==> src/sv/fpbd_pkg.sv <==
// ----------------------------------------------------------------------------
// fpbd_pkg
// Types, constants and helpers shared by the front panel debouncer.
// ----------------------------------------------------------------------------
`default_nettype none

package fpbd_pkg;

   localparam int PULSE_COUNT_WIDTH_DEF = 16;
   localparam int PULSE_OUT_W           = 16;
   localparam int CSR_INDEX_W           = 8;
   localparam int CSR_DATA_W            = 16;

   typedef enum logic [1:0] {
      MODE_PIN         = 2'd0,
      MODE_TICK        = 2'd1,
      MODE_READ_PULSES = 2'd2,
      MODE_READ_CODE   = 2'd3
   } mode_type;

   localparam logic [CSR_INDEX_W-1:0] CSR_DEBOUNCE = 8'd0;
   localparam logic [CSR_INDEX_W-1:0] CSR_HOLD     = 8'd1;
   localparam logic [CSR_INDEX_W-1:0] CSR_WINDOW   = 8'd2;
   localparam logic [CSR_INDEX_W-1:0] CSR_TIMEOUT  = 8'd3;

   localparam logic [7:0]  DEBOUNCE_RST = 8'd100;
   localparam logic [15:0] HOLD_RST     = 16'd2000;
   localparam logic [15:0] WINDOW_RST   = 16'd200;
   localparam logic [15:0] TIMEOUT_RST  = 16'd3000;

   localparam logic [3:0] CODE_NONE = 4'd0;
   localparam logic [3:0] CODE_MAX  = 4'd9;

   typedef struct packed {
      mode_type   mode;
      logic       btn_dec;
      logic       btn_inc;
      logic       capture_pin;
      logic [5:0] inputs_low;
      logic [2:0] inputs_high;
   } req_type;

   typedef struct packed {
      logic                   show_event;
      logic                   dec_event;
      logic                   inc_event;
      logic                   unlock_event;
      logic                   lock_level;
      logic [PULSE_OUT_W-1:0] pulse_count;
      logic [3:0]             input_code;
   } rsp_type;

   typedef struct packed {
      logic [7:0]  debounce_ticks;
      logic [15:0] unlock_hold_ticks;
      logic [15:0] unlock_window;
      logic [15:0] display_timeout;
   } csr_type;

   // lowest code wins: inputs_high bit2 is code 1, inputs_low bit0 is code 9
   function automatic logic [3:0] priority_code(input logic [5:0] lo,
                                                input logic [2:0] hi);
      logic [3:0] code;
      code = CODE_NONE;
      for (int b = 0; b < 6; b++) begin
         if (lo[b]) code = 4'(9 - b);
      end
      for (int b = 0; b < 3; b++) begin
         if (hi[b]) code = 4'(3 - b);
      end
      return code;
   endfunction

endpackage

`default_nettype wire

==> src/sv/fpbd_csr.sv <==
// ----------------------------------------------------------------------------
// fpbd_csr
// Configuration register file for the front panel debouncer.
// ----------------------------------------------------------------------------
`default_nettype none

module fpbd_csr (
   input  wire logic                                 clock,
   input  wire logic                                 reset,
   input  wire logic                                 csr_valid,
   input  wire logic [fpbd_pkg::CSR_INDEX_W-1:0]     csr_index,
   input  wire logic [fpbd_pkg::CSR_DATA_W-1:0]      csr_data,
   output fpbd_pkg::csr_type                         csr
);
   import fpbd_pkg::*;

   csr_type csr_ff;
   csr_type csr_in;

   always_comb begin
      csr_in = csr_ff;
      if (csr_valid) begin
         case (csr_index)
            CSR_DEBOUNCE: csr_in.debounce_ticks    = csr_data[7:0];
            CSR_HOLD:     csr_in.unlock_hold_ticks = csr_data;
            CSR_WINDOW:   csr_in.unlock_window     = csr_data;
            CSR_TIMEOUT:  csr_in.display_timeout   = csr_data;
            default: ;
         endcase
      end
   end

   always_ff @(posedge clock) begin
      if (reset) begin
         csr_ff.debounce_ticks    <= DEBOUNCE_RST;
         csr_ff.unlock_hold_ticks <= HOLD_RST;
         csr_ff.unlock_window     <= WINDOW_RST;
         csr_ff.display_timeout   <= TIMEOUT_RST;
      end else begin
         csr_ff <= csr_in;
      end
   end

   assign csr = csr_ff;

endmodule

`default_nettype wire

==> src/sv/fpbd_core.sv <==
// ----------------------------------------------------------------------------
// fpbd_core
// Panel state and the single-pass step logic for one item.
// ----------------------------------------------------------------------------
`default_nettype none

module fpbd_core #(
   parameter int PULSE_COUNT_WIDTH = fpbd_pkg::PULSE_COUNT_WIDTH_DEF
) (
   input  wire logic           clock,
   input  wire logic           reset,
   input  wire logic           step_en,
   input  fpbd_pkg::req_type   item,
   input  fpbd_pkg::csr_type   csr,
   output fpbd_pkg::rsp_type   result
);
   import fpbd_pkg::*;

   logic [7:0]                   dec_lockout_ff, dec_lockout_in;
   logic [7:0]                   inc_lockout_ff, inc_lockout_in;
   logic [7:0]                   capture_lockout_ff, capture_lockout_in;
   logic [7:0]                   inputs_lockout_ff, inputs_lockout_in;
   logic [15:0]                  display_timer_ff, display_timer_in;
   logic [15:0]                  hold_timer_ff, hold_timer_in;
   logic [PULSE_COUNT_WIDTH-1:0] pulse_total_ff, pulse_total_in;
   logic [3:0]                   latched_code_ff, latched_code_in;
   logic                         dec_pressed_ff, dec_pressed_in;
   logic                         inc_pressed_ff, inc_pressed_in;
   logic                         ignore_release_ff, ignore_release_in;
   logic                         inputs_armed_ff, inputs_armed_in;
   logic                         capture_high_ff, capture_high_in;
   rsp_type                      res;
   logic                         any_input;

   assign any_input = (item.inputs_low != '0) || (item.inputs_high != '0);

   // Written in the order the panel evaluates: each section sees the
   // updates of the ones above it.
   always_comb begin
      dec_lockout_in     = dec_lockout_ff;
      inc_lockout_in     = inc_lockout_ff;
      capture_lockout_in = capture_lockout_ff;
      inputs_lockout_in  = inputs_lockout_ff;
      display_timer_in   = display_timer_ff;
      hold_timer_in      = hold_timer_ff;
      pulse_total_in     = pulse_total_ff;
      latched_code_in    = latched_code_ff;
      dec_pressed_in     = dec_pressed_ff;
      inc_pressed_in     = inc_pressed_ff;
      ignore_release_in  = ignore_release_ff;
      inputs_armed_in    = inputs_armed_ff;
      capture_high_in    = capture_high_ff;
      res                = '0;

      case (item.mode)
         MODE_PIN: begin
            // decrement button
            if (item.btn_dec && !dec_pressed_in && dec_lockout_in == '0) begin
               dec_lockout_in = csr.debounce_ticks;
               dec_pressed_in = 1'b1;
               res.show_event = 1'b1;
            end else if (!item.btn_dec && dec_pressed_in && dec_lockout_in == '0) begin
               dec_lockout_in = csr.debounce_ticks;
               dec_pressed_in = 1'b0;
               hold_timer_in  = '0;
               if (!inc_pressed_in) begin
                  if (!ignore_release_in) res.dec_event = 1'b1;
                  ignore_release_in = 1'b0;
               end else begin
                  ignore_release_in = 1'b1;
               end
            end
            // increment button
            if (item.btn_inc && !inc_pressed_in && inc_lockout_in == '0) begin
               inc_lockout_in = csr.debounce_ticks;
               inc_pressed_in = 1'b1;
               res.show_event = 1'b1;
            end else if (!item.btn_inc && inc_pressed_in && inc_lockout_in == '0) begin
               inc_lockout_in = csr.debounce_ticks;
               inc_pressed_in = 1'b0;
               hold_timer_in  = '0;
               if (!dec_pressed_in) begin
                  if (!ignore_release_in) res.inc_event = 1'b1;
                  ignore_release_in = 1'b0;
               end else begin
                  ignore_release_in = 1'b1;
               end
            end
            // input lines: arm on all-clear, latch on first pattern after
            if (!inputs_armed_in && !any_input && inputs_lockout_in == '0) begin
               inputs_lockout_in = csr.debounce_ticks;
               inputs_armed_in   = 1'b1;
            end else if (inputs_armed_in && any_input && inputs_lockout_in == '0) begin
               inputs_lockout_in = csr.debounce_ticks;
               inputs_armed_in   = 1'b0;
               latched_code_in   = priority_code(item.inputs_low, item.inputs_high);
            end
            // capture pin, counted on the falling edge
            if (item.capture_pin && !capture_high_in && capture_lockout_in == '0) begin
               capture_lockout_in = csr.debounce_ticks;
               capture_high_in    = 1'b1;
            end else if (!item.capture_pin && capture_high_in &&
                         capture_lockout_in == '0) begin
               capture_lockout_in = csr.debounce_ticks;
               capture_high_in    = 1'b0;
               pulse_total_in     = pulse_total_in + PULSE_COUNT_WIDTH'(1);
            end
            // both buttons held
            if (item.btn_inc && item.btn_dec && dec_lockout_in == '0 &&
                inc_lockout_in == '0) begin
               if (hold_timer_in == '0) hold_timer_in = csr.unlock_hold_ticks;
               if (hold_timer_in <= csr.unlock_window) res.unlock_event = 1'b1;
            end
            if (item.btn_inc || item.btn_dec) display_timer_in = csr.display_timeout;
            if (display_timer_in == '0) res.lock_level = 1'b1;
         end
         MODE_TICK: begin
            if (dec_lockout_ff != '0)     dec_lockout_in     = dec_lockout_ff - 8'd1;
            if (inc_lockout_ff != '0)     inc_lockout_in     = inc_lockout_ff - 8'd1;
            if (capture_lockout_ff != '0) capture_lockout_in = capture_lockout_ff - 8'd1;
            if (inputs_lockout_ff != '0)  inputs_lockout_in  = inputs_lockout_ff - 8'd1;
            if (display_timer_ff != '0)   display_timer_in   = display_timer_ff - 16'd1;
            if (hold_timer_ff != '0)      hold_timer_in      = hold_timer_ff - 16'd1;
         end
         MODE_READ_PULSES: begin
            res.pulse_count = PULSE_OUT_W'(pulse_total_ff);
            pulse_total_in  = '0;
         end
         MODE_READ_CODE: begin
            res.input_code  = latched_code_ff;
            latched_code_in = CODE_NONE;
         end
         default: ;
      endcase
   end

   always_ff @(posedge clock) begin
      if (reset) begin
         dec_lockout_ff     <= '0;
         inc_lockout_ff     <= '0;
         capture_lockout_ff <= '0;
         inputs_lockout_ff  <= '0;
         display_timer_ff   <= '0;
         hold_timer_ff      <= '0;
         pulse_total_ff     <= '0;
         latched_code_ff    <= CODE_NONE;
         dec_pressed_ff     <= 1'b0;
         inc_pressed_ff     <= 1'b0;
         ignore_release_ff  <= 1'b0;
         inputs_armed_ff    <= 1'b0;
         capture_high_ff    <= 1'b0;
      end else if (step_en) begin
         dec_lockout_ff     <= dec_lockout_in;
         inc_lockout_ff     <= inc_lockout_in;
         capture_lockout_ff <= capture_lockout_in;
         inputs_lockout_ff  <= inputs_lockout_in;
         display_timer_ff   <= display_timer_in;
         hold_timer_ff      <= hold_timer_in;
         pulse_total_ff     <= pulse_total_in;
         latched_code_ff    <= latched_code_in;
         dec_pressed_ff     <= dec_pressed_in;
         inc_pressed_ff     <= inc_pressed_in;
         ignore_release_ff  <= ignore_release_in;
         inputs_armed_ff    <= inputs_armed_in;
         capture_high_ff    <= capture_high_in;
      end
   end

   assign result = res;

endmodule

`default_nettype wire

==> src/sv/front_panel_button_debouncer_unit.sv <==
// ----------------------------------------------------------------------------
// front_panel_button_debouncer_unit
// Qualifies front panel buttons, input lines and a capture pin into events.
// ----------------------------------------------------------------------------
// Usage:
//   req_*  : one item per transfer - a pin sample, a millisecond tick, or a
//            read-and-clear of the pulse count or the latched input code.
//   rsp_*  : exactly one result per request, in request order.
//   csr_*  : register writes, always ready; write only while the block is idle.
// Path: a request taken lands in the input register, is evaluated by the step
//   logic and its result is held in the result register (two register stages).
// Throughput: one item per cycle while the result is not stalled; the input
//   register and the result register both advance whenever the result
//   register is empty or being taken, so the step logic runs once per cycle.
// Stall: if rsp_ready is low the result holds, one more request fills the
//   input register, then req_ready drops until the result moves.
// Reset: synchronous; both stages empty, all timers, lockouts and flags
//   cleared, registers back to their defaults.
// ----------------------------------------------------------------------------
`default_nettype none

module front_panel_button_debouncer_unit #(
   parameter int PULSE_COUNT_WIDTH = fpbd_pkg::PULSE_COUNT_WIDTH_DEF
) (
   input  wire logic                              clock,
   input  wire logic                              reset,
   input  wire logic                              req_valid,
   output      logic                              req_ready,
   input  fpbd_pkg::req_type                      req_data,
   output      logic                              rsp_valid,
   input  wire logic                              rsp_ready,
   output fpbd_pkg::rsp_type                      rsp_data,
   input  wire logic                              csr_valid,
   output      logic                              csr_ready,
   input  wire logic [fpbd_pkg::CSR_INDEX_W-1:0]  csr_index,
   input  wire logic [fpbd_pkg::CSR_DATA_W-1:0]   csr_data
);
   import fpbd_pkg::*;

   logic    req_valid_ff, req_valid_in;
   req_type req_data_ff;
   logic    rsp_valid_ff, rsp_valid_in;
   rsp_type rsp_data_ff;
   logic    out_free;
   logic    step;
   rsp_type step_result;
   csr_type csr;

   assign out_free  = !rsp_valid_ff || rsp_ready;
   assign step      = req_valid_ff && out_free;
   assign req_ready = !req_valid_ff || out_free;
   assign csr_ready = 1'b1;

   fpbd_csr u_csr (
      .clock     (clock),
      .reset     (reset),
      .csr_valid (csr_valid),
      .csr_index (csr_index),
      .csr_data  (csr_data),
      .csr       (csr)
   );

   fpbd_core #(
      .PULSE_COUNT_WIDTH (PULSE_COUNT_WIDTH)
   ) u_core (
      .clock   (clock),
      .reset   (reset),
      .step_en (step),
      .item    (req_data_ff),
      .csr     (csr),
      .result  (step_result)
   );

   always_comb begin
      req_valid_in = req_valid_ff;
      if (req_valid && req_ready) req_valid_in = 1'b1;
      else if (step)              req_valid_in = 1'b0;

      rsp_valid_in = rsp_valid_ff;
      if (step)           rsp_valid_in = 1'b1;
      else if (rsp_ready) rsp_valid_in = 1'b0;
   end

   always_ff @(posedge clock) begin
      if (reset) begin
         req_valid_ff <= 1'b0;
         rsp_valid_ff <= 1'b0;
      end else begin
         req_valid_ff <= req_valid_in;
         rsp_valid_ff <= rsp_valid_in;
      end
   end

   always_ff @(posedge clock) begin
      if (req_valid && req_ready) req_data_ff <= req_data;
      if (step)                   rsp_data_ff <= step_result;
   end

   assign rsp_valid = rsp_valid_ff;
   assign rsp_data  = rsp_data_ff;

endmodule

`default_nettype wire

==> config.mk <==
export PLATFORM = sky130hd
export DESIGN_NAME = front_panel_button_debouncer_unit
export DESIGN_NICKNAME = d
export VERILOG_FILES = /design/src/sv/fpbd_pkg.sv /design/src/sv/fpbd_csr.sv /design/src/sv/fpbd_core.sv /design/src/sv/front_panel_button_debouncer_unit.sv
export SDC_FILE = /design/constraint.sdc
export NUM_CORES = 1
export LEC_CHECK = 0
export ABC_AREA = 1
export BUFFER_PORTS_ARGS = -buffer_cell sky130_fd_sc_hd__buf_2
export CAP_MARGIN = 0
export CORE_UTILIZATION = 45
export DETAILED_ROUTE_END_ITERATION = 7
export PLACE_DENSITY_LB_ADDON = 0.25
export SYNTH_ARGS = -nofsm -noshare
export SYNTH_HDL_FRONTEND = slang
export SYNTH_SLANG_ARGS = --single-unit
export TNS_END_PERCENT = 30
==> constraint.sdc <==
create_clock -name clock -period 7.8 [get_ports clock]
set_input_delay 1.17 -clock clock [delete_from_list [all_inputs] [get_ports clock]]
set_output_delay 1.17 -clock clock [all_outputs]
set_load 0.01 [all_outputs]
---- After elaboration in Yosys (flattened, before gate mapping) ----
Index checks and enable logic that the tools add are counted.
operators by class
  add/sub/neg operators ................... 7
  reduce and logical (&&, ||, !) cells .... 80
  $lt $le $gt $ge ......................... 1
  bitwise logic cells ..................... 3
  equality and inequality tests ........... 18
  mux-type cells .......................... 74
operators by type and width
  kind                                                  number
  two-way mux 16 bit                                    15
  two-way mux 8 bit                                     14
  one-hot mux 16 bit (2 select lines)                   3
  one-hot mux 8 bit (2 select lines)                    4
  logical NOT 8 bit                                     7
  two-way mux 4 bit                                     11
  logical NOT 16 bit                                    2
  nonzero test 16 bit                                   2
  nonzero test 8 bit                                    4
  subtractor 16 x 1 -> 16 bit (second input constant)   2
  subtractor 8 x 1 -> 8 bit (second input constant)     4
  two-way mux 1 bit                                     26
  logical AND 1 bit                                     21
  AND reduction 3 bit                                   7
  adder 16 x 1 -> 16 bit (second input constant)        1
  equality test 8 x 2 -> 1 bit (second input constant)  2
  less-or-equal comparator 16 bit                       1
  != test 2 x 1 -> 1 bit (second input constant)        8
  AND reduction 4 bit                                   4
  nonzero test 2 bit                                    8
  AND reduction 2 bit                                   6
  logical NOT 1 bit                                     10
  equality test 8 x 1 -> 1 bit (second input constant)  1
  one-hot mux 4 bit (2 select lines)                    1
  10 further kinds                                      19
word-level totals
  input bits .............................. 43
  output and inout bits ................... 28
  logic and storage cells ................. 215
  register bits after elaboration ......... 186

---- Logic depth before layout (Yosys ltp) ----
Gate-level depths: netlist of the first run.
  depth in word-level cells ............... 14
  gate-level depth with buffers ........... 21
  mapped depth without buffers ............ 19

---- Cells and area by module ----
Synthesis of the first run repeated with hierarchy kept, for this count alone.
unflattened totals
  cells, all modules ...................... 1545
  area, all modules ....................... 10978.0 sq um
by module, submodules not included
  module                             cells each  seq. area each (sq um)  area an instance (sq um)  instances
  fpbd_core                          1169        1781.7                  7313.3                    1
  fpbd_csr                           323         1121.1                  2391.0                    1
  front_panel_button_debouncer_unit  53          1211.2                  1273.7                    1

---- Worst setup path after synthesis of the first run ----
No wires, ideal clock.
  path kind ............................... register to register
  start point ............................. register u_core.inc_lockout_ff[0]
  end point ............................... register rsp_data_ff (netlist bit rsp_data[21]) (data pin)
  data arrival time ....................... 2.617 ns
  slack ................................... 4.922 ns
  clock period less this slack ............ 2.878 ns
  setup time .............................. 0.262 ns
  path buffers ............................ 2
  data required time ...................... 7.538 ns
  cell stages (with the launch flop) ...... 21
  path through ............................ dfxtp_1 > inv_1 > ha_1 > nand3_2 > nor2_8 > nand2_2 > buf_6 > o211ai_1 > nand2_1 > nor2_8 > nand2_4 > buf_6 > nor2_1 > nor2_1 > inv_1 > ha_1 > nand2_1 > nor4_1 > nand2_1 > nand4_1 > a211oi_1
on the way
  longest elaborated chain between the ends .. 11
  elaborated cells on any way between the ends .. 18
  classes of those cells .................. 1 x order compare; 10 x mux; 7 x reduce/logical
RTL lines
  element                          RTL line                                 text
  start: declaration               fpbd_core.sv:20                          logic [7:0] inc_lockout_ff, inc_lockout_in;
  start signal: assignment         fpbd_core.sv:154                         inc_lockout_ff <= inc_lockout_in;
  logical NOT 8 bit                fpbd_core.sv:74, fpbd_core.sv:78
  logical AND 1 bit                fpbd_core.sv:78                          end else if (!item.btn_inc && inc_pressed_in && inc_lockout_in == '0) begin
  two-way mux 16 bit               fpbd_core.sv:78
  two-way mux 16 bit               fpbd_core.sv:74                          if (item.btn_inc && !inc_pressed_in && inc_lockout_in == '0) begin
  two-way mux 16 bit               fpbd_core.sv:55                          case (item.mode)
  logical NOT 16 bit               fpbd_core.sv:111                         if (hold_timer_in == '0) hold_timer_in = csr.unlock_hold_ticks;
  two-way mux 16 bit               fpbd_core.sv:111
  two-way mux 16 bit               fpbd_core.sv:109                         if (item.btn_inc && item.btn_dec && dec_lockout_in == '0 &&
  two-way mux 16 bit               fpbd_core.sv:55
  less-or-equal comparator 16 bit  fpbd_core.sv:112                         if (hold_timer_in <= csr.unlock_window) res.unlock_event = 1'b1;
  two-way mux 1 bit                fpbd_core.sv:112
  end signal: assignment           front_panel_button_debouncer_unit.sv:96  if (step) rsp_data_ff <= step_result;
  end: declaration                 front_panel_button_debouncer_unit.sv:43  rsp_type rsp_data_ff;
Several ways; a longest one is shown, not always the timed one. The select of a mux whose other input is x is not followed.
A chain may end at the register's enable or synchronous reset.

---- Final worst setup path of the first run ----
  start point ............................. register req_data_ff[10] (netlist bit)
  end point ............................... register rsp_data_ff (netlist bit rsp_data[21]) (data pin)
on the way
  longest elaborated chain between the ends .. 12
  elaborated cells on any way between the ends .. 22
  classes of those cells .................. 1 x order compare; 10 x mux; 11 x reduce/logical
RTL lines
  element                          RTL line                                 text
  start: declaration               front_panel_button_debouncer_unit.sv:41  req_type req_data_ff;
  start signal: assignment         front_panel_button_debouncer_unit.sv:95  if (req_valid && req_ready) req_data_ff <= req_data;
  logical NOT 1 bit                fpbd_core.sv:78
  logical AND 1 bit (2 in a row)   fpbd_core.sv:78
  two-way mux 16 bit               fpbd_core.sv:78
  two-way mux 16 bit               fpbd_core.sv:74
  two-way mux 16 bit               fpbd_core.sv:55
  logical NOT 16 bit               fpbd_core.sv:111
  two-way mux 16 bit               fpbd_core.sv:111
  two-way mux 16 bit               fpbd_core.sv:109
  two-way mux 16 bit               fpbd_core.sv:55
  less-or-equal comparator 16 bit  fpbd_core.sv:112
  two-way mux 1 bit                fpbd_core.sv:112
Several ways; a longest one is shown, not always the timed one. The select of a mux whose other input is x is not followed.

==> results.yml, run 1 <==
drt:
  drt-total-wl_um: 27100
  ant_nets: 0
  drt-pass1-iter-count: 5
  num_vias: 9863
  wl_per_cell_um: 14.6
  drc: 0
  drtIter0Drc: 791
  routed_via_density: 5.33
synth:
  synthArstFlopShare_pct: 0
  synth-edff-count: 39
  synthCells: 1493
  synth_ff_type: "dfxtp_1"
  synthDistinctLibCells: 55
  synth_nets: 1565
  ys_seq_elements: 186
  yosysWarningCount: 0
  synth_seq_area_share_pct: 39.1
  syn_area_per_cell_um2: 7.04
  syn_area_um2: 10500
global_routing:
  overflow: 0
  antenna_found_initial: 0
  grt_usage_pct: 23.2
  grt_pass1_wl_um: 44200
  grt_max_degree: 83
  grt_pass1_vias: 8781
timing:
  slew_viol_final: 0
  slew_headroom_pct: 27.1
  finClkSkew_ns: 0.00935
  rsz0062_at_grt: "no"
  period_minus_slack_ns: 3.80
  min_period_over_period_pct: 48.7
  setup_tns_ns: 0
  worst_pin_slew_ns: 1.09
  finalSetupViolCount: 0
  report.final.hold_viol_count: 0
  max_freq_mhz: 263
  hold_slack_ns: 0.454
cells_and_area:
  drive_gt1_share_pct: 9.24
  diodes: 0
  final_cells: 1850
  finalInstanceArea_um2: 11600
  area_growth_pct: 10.6
  fin_nets: 1596
power:
  p_sw_mw: 0.763
  intPower_mw: 1.63
  seqPwrFrac_pct: 43.4
  p_sw_share_pct: 31.9
  ir_drop_mv: 0.134
  clkPwrFrac_pct: 37.3
  combPwrFrac_pct: 19.2
  p_leak_nw: 5.22
  power_density_nw_per_um2: 206
critical_path:
  start_kind: "register"
  reg2reg_to: "rsp_data[21]"
  critPathMaxFanout: 20
  reg2reg_depth: 15
  rr_startpoint: "req_data_ff[10]"
  crit_type: "reg2reg"
  critPathRequiredTime_ns: 7.97
  end_kind: "register"
  rrSetupSlack_ns: 4.00
  worstPathArrival_ns: 3.97
die:
  start_util_pct: 46.1
  core_area_um2: 22800
  dieArea_um2: 24000
  ios: 71
  rows: 55
  die_h_um: 155
  die_w_um: 155
status:
  outcome: "finished clean"
clock_tree:
  clk_pin_slew_ns: 0.08
  post-cts-setup-buffers: 0
  cts_buffers: 17
  clock-sinks: 186
  cts_root_buf: "clkbuf_16"
  cts_buffer_depth: 2
  cts-hold-fix-buffers: 0
  clock_latency_ns: 0.44
  cts_tree: "done"
  cts_max_level: 4
  cts_resized: 0
place:
  place_hpwl_um: 19300
  io_buffers: 69
  postPlaceCellArea_um2: 11000
  dp.cells: 1818
  gp_congestion: 0.910
hold_path:
  min_from: "u_csr.csr[36]"
  min_to: "u_csr.csr[36]"
  holdPathStages: 2
  min_path_type: "reg2reg"
flow_run:
  drv_cap: 0
## worst max path at each step
stage / start / end / slack [ns] / cells after the start
finish: req_data_ff[10] / rsp_data[21] / 4.00 / 15
floorplan: u_core.inc_lockout_ff[0] / rsp_data[21] / 4.92 / 20
CTS: req_data_ff[10] / rsp_data[21] / 4.04 / 14
global placement: req_data_ff[10] / rsp_data[21] / 4.14 / 14
detailed placement: req_data_ff[10] / rsp_data[21] / 4.06 / 15
global route: req_data_ff[10] / rsp_data[21] / 3.75 / 14
## cell families after synthesis
kind of cell    Yosys count  share of synthesized area (%)
buf+inv                 260                           9.73
xor+xnor                 27                           2.25
compound gates          344                           18.3
other cells               1                         0.0357
flops                   186                           39.1
simple gates            644                           26.9
fa+ha+maj                29                           3.45
mux                       2                          0.191
## placed cells by master, fill, tap and decap left out, drive strengths merged, types with 4 or more instances in the layout
cell    instances
nand4          15
nor3           31
nand3b          9
o211ai         24
a21oi         141
xor2           23
nand2         292
clkinv          5
inv           203
or2             4
buf            76
a211oi          7
xnor2           4
edfxtp         39
a221oi          6
o31ai           6
nor4           11
clkbuf         17
a31oi          12
dfxtp         147
ha             29
nand3          97
nor2          181
o21ai         137
## area by class of cell
class	instances	area, µm²
fillers	2296	11200
multi-input cells	1047	5380
flip-flops and latches	186	4110
inverters	196	736
clock buffers	17	425
repair buffers	76	398
well taps	313	392
clock inverters	15	178
## worst max-delay path: stages (launching register included)
cell      delay, ns
edfxtp_1       0.45
nor2_1         0.66
nand2_2        0.42
o211ai_1       0.19
nand2_1        0.16
nor2_8         0.22
nand2_4        0.16
nor2_1         0.12
nor2_1         0.06
inv_1          0.06
ha_1           0.13
nand2_1        0.08
nor4_1         0.46
nand2_1        0.13
nand4_1        0.12
a211oi_1       0.09
## synth_stat cells (3+ instances only)
library cell  instances  area, µm²
nor2_2                4       25.0
nor2_1              171        642
nand4_1              15       93.8
a21oi_2               3       26.3
o21ai_0             133        666
buf_2                10       50.1
nand3_1              95        475
buf_6                 4       45.0
inv_1               193        724
a211oi_1              7       52.6
nand3b_1              9       67.6
nand2_2               3       18.8
nand2_1             287       1080
nor3_1               31        155
o211ai_1             23        173
a31oi_1              12       75.1
xnor2_1               4       35.0
buf_1                 3       11.3
nor4_1               10       62.6
ha_1                 29        363
a21oi_1             138        691
dfxtp_1             147       2940
a221oi_1              6       52.6
nor2_4                3       33.8
xor2_1               23        201
or2_2                 3       18.8
nor2_8                3       60.1
clkbuf_1             46        173
o31ai_1               6       45.0
edfxtp_1             39       1170
## power groups by stage
stage	sequential (mW)	combinational [mW]	clock, mW
finish	1.04	0.460	0.893
global route	1.04	0.523	0.945
CTS	1.04	0.459	0.909
detailed placement	1.06	0.457	0
global placement	1.06	0.448	0
floorplan	1.06	0.358	0
## layer usage
layer	part of all wire, %	vias to the layer above	GRT usage [%]
met3	5.1	27	3.22
met2	46	261	38.1
li1	-	5026	-
met4	1.5	0	6.27
met1	47	4549	32.0
met5	0	-	0
## state kept, by name, indices dropped and copies added, names as in the netlist, 4 cells and up
| name | flops |
|---|---|
| u_core.capture_lockout_ff | 8 |
| u_csr.csr | 56 |
| u_core.pulse_total_ff | 16 |
| rsp_data | 25 |
| u_core.latched_code_ff | 4 |
| u_core.dec_lockout_ff | 8 |
| u_core.inc_lockout_ff | 8 |
| u_core.inputs_lockout_ff | 8 |
| u_core.display_timer_ff | 16 |
| req_data_ff | 14 |
| u_core.hold_timer_ff | 16 |
## metrics by stage
stage               utilization, %  worst slack [ns]  total power, mW
floorplan                        -              4.92             1.41
global placement              48.4              4.14             1.51
detailed placement            48.4              4.06             1.52
CTS                           51.0              4.04             2.41
global route                  51.0              3.75             2.51
finish                        51.0              4.00             2.39
Power figures use the tool's default switching activity.
==> run 2, diff against run 1 <==
- clock period: 7.8 -> 3.15 ns (I/O delays scaled with it)
==> run 2 against run 1 <==
Die area is the same. Routed wire length grew 3.9%. Critical path depth is the same. Final cell count grew 1.7%. Non-clock buffer count grew 29. Cell area grew 3.0%.
==> results.yml, run 2 (synthesis gave the netlist of run 1 again) <==
clock_tree:
  clock_latency_ns: 0.43
  clock-sinks: 186
  cts_tree: "done"
  clk_pin_slew_ns: 0.08
  cts-hold-fix-buffers: 0
  cts_root_buf: "clkbuf_16"
  cts_max_level: 4
  cts_buffer_depth: 2
  cts_buffers: 17
timing:
  finClkSkew_ns: 0.00955
  min_period_over_period_pct: 94.3
  slew_viol_final: 0
  hold_slack_ns: 0.212
  report.final.hold_viol_count: 0
  finalSetupViolCount: 0
  worst_pin_slew_ns: 0.755
  slew_headroom_pct: 49.5
  setup_tns_ns: 0
  max_freq_mhz: 337
  period_minus_slack_ns: 2.97
place:
  dp.cells: 1841
  place_hpwl_um: 20000
  postPlaceCellArea_um2: 11200
  gp_congestion: 0.920
  io_buffers: 69
drt:
  drt-pass1-iter-count: 5
  num_vias: 10100
  drc: 0
  routed_via_density: 5.35
  ant_nets: 0
  wl_per_cell_um: 15.0
  drtIter0Drc: 821
  drt-total-wl_um: 28200
die:
  die_w_um: 155
  start_util_pct: 46.1
  die_h_um: 155
  rows: 55
  ios: 71
  core_area_um2: 22800
  dieArea_um2: 24000
cells_and_area:
  largest_reg_flops: 56
  finalInstanceArea_um2: 12000
  final_cells: 1882
  drive_gt1_share_pct: 11.7
  multi_input_area_um2: 5500
  diodes: 0
  final_cell_mix: "nand2_1, inv_1, nor2_1, dfxtp_1, a21oi_1"
  utilization_pct: 52.6
  fin_nets: 1628
  final-seq-area_um2: 4110
  final_common_cell: "nand2_1"
  nFillCells: 2211
  area_growth_pct: 13.9
global_routing:
  grt_pass1_vias: 8932
  antenna_found_initial: 0
  overflow: 0
  grt_pass1_wl_um: 45200
  grt_max_degree: 75
  grt_usage_pct: 23.6
critical_path:
  cpMaxStageDelayCell: "edfxtp_1"
  critPathMaxFanout: 9
  cp_cell_sequence: "nor2_2, nand2_8, o211ai_1, nand2_2, nor2_8, nand3b_1, nand2_1, inv_1, ha_1, nand2_1, o21a_1, o221ai_2, nand2_1, nand4_1, a211oi_2"
  worstPathArrival_ns: 3.16
  critPathRequiredTime_ns: 3.34
  end_kind: "register"
  path_common_cell: "nand2_1"
  cpPeakStageDelay_ns: 0.49
  crit_type: "reg2reg"
  start_kind: "register"
power:
  power_density_nw_per_um2: 496
  ir_drop_mv: 0.357
  p_leak_nw: 5.38
status:
  outcome: "finished clean"
flow_run:
  drv_cap: 0
hold_path:
  min_path_type: "in2reg"
==> run 2: cell count changes in the layout (fill, tap and decap cells not counted), sizes merged <==
cell / delta
buf: +29
bufinv: -1
clkinv: +4
clkinvlp: -1
nand2: +1
nand3: +1
inv: -2
nor2: +1
==> run 2: area by class of cell <==
class | instances | share of cell area, %
Multi-Input combinational cell | 1050 | 45.9
Clock inverter | 15 | 1.29
Sequential cell | 186 | 34.4
Clock buffer | 17 | 3.55
Inverter | 196 | 6.15
Timing Repair Buffer | 105 | 5.46
Tap cell | 313 | 3.27
==> run 2: path summary, 6_finish.rpt <==
kind,start,to,slack [ns],cells past startpoint
setup / recovery,req_data_ff[10],rsp_data[21],0.18,15
hold / removal,req_data[0],req_data_ff[0],0.21,1
setup reg to reg,req_data_ff[10],rsp_data[21],0.18,15
hold reg to reg,u_csr.csr[45],u_csr.csr[45],0.46,2
==> run 2: timing repair <==
item / 4_1_cts / 5_1_grt
pin swaps: 0 / 8
cloned: 0 / 3
gates resized for setup: 1 / 16
endpoints found under the setup margin: 1 / 1
buffers inserted: 0 / 6
==> run 2: power by group <==
group          internal, mW  switching, mW  leakage, nW  total, mW
clock network          1.06           1.06        0.283       2.12
registers              2.50         0.0664         1.56       2.57
logic                 0.449          0.807         3.53       1.26
==> run 2: worst max-delay path, delay by kind of cell (launching register included) <==
kind | cells | cell delay (ns)
DFF | 1 | 0.49
AOI/OAI and AO/OA | 4 | 0.58
and+or+nand+nor | 9 | 1.31
adders and majority gates | 1 | 0.28
buffers and inverters | 1 | 0.05
==> run 2: metrics by stage <==
step / setup slack [ns] / total power, mW
6_report: 0.179 / 5.94
5_1_grt: -0.0185 / 6.23
4_1_cts: 0.0220 / 5.90
3_5_place_dp: -0.00817 / 3.78
3_3_place_gp: 0.0867 / 3.76
2_1_floorplan: 0.272 / 3.50
==> run 2: routing by layer <==
layer | up-vias | track usage (%) | share of wire [%]
met5 | - | 0 | 0
met4 | 0 | 8.06 | 2.5
met3 | 47 | 3.28 | 4.9
met2 | 278 | 38.0 | 46
met1 | 4648 | 32.5 | 47
li1 | 5089 | - | -
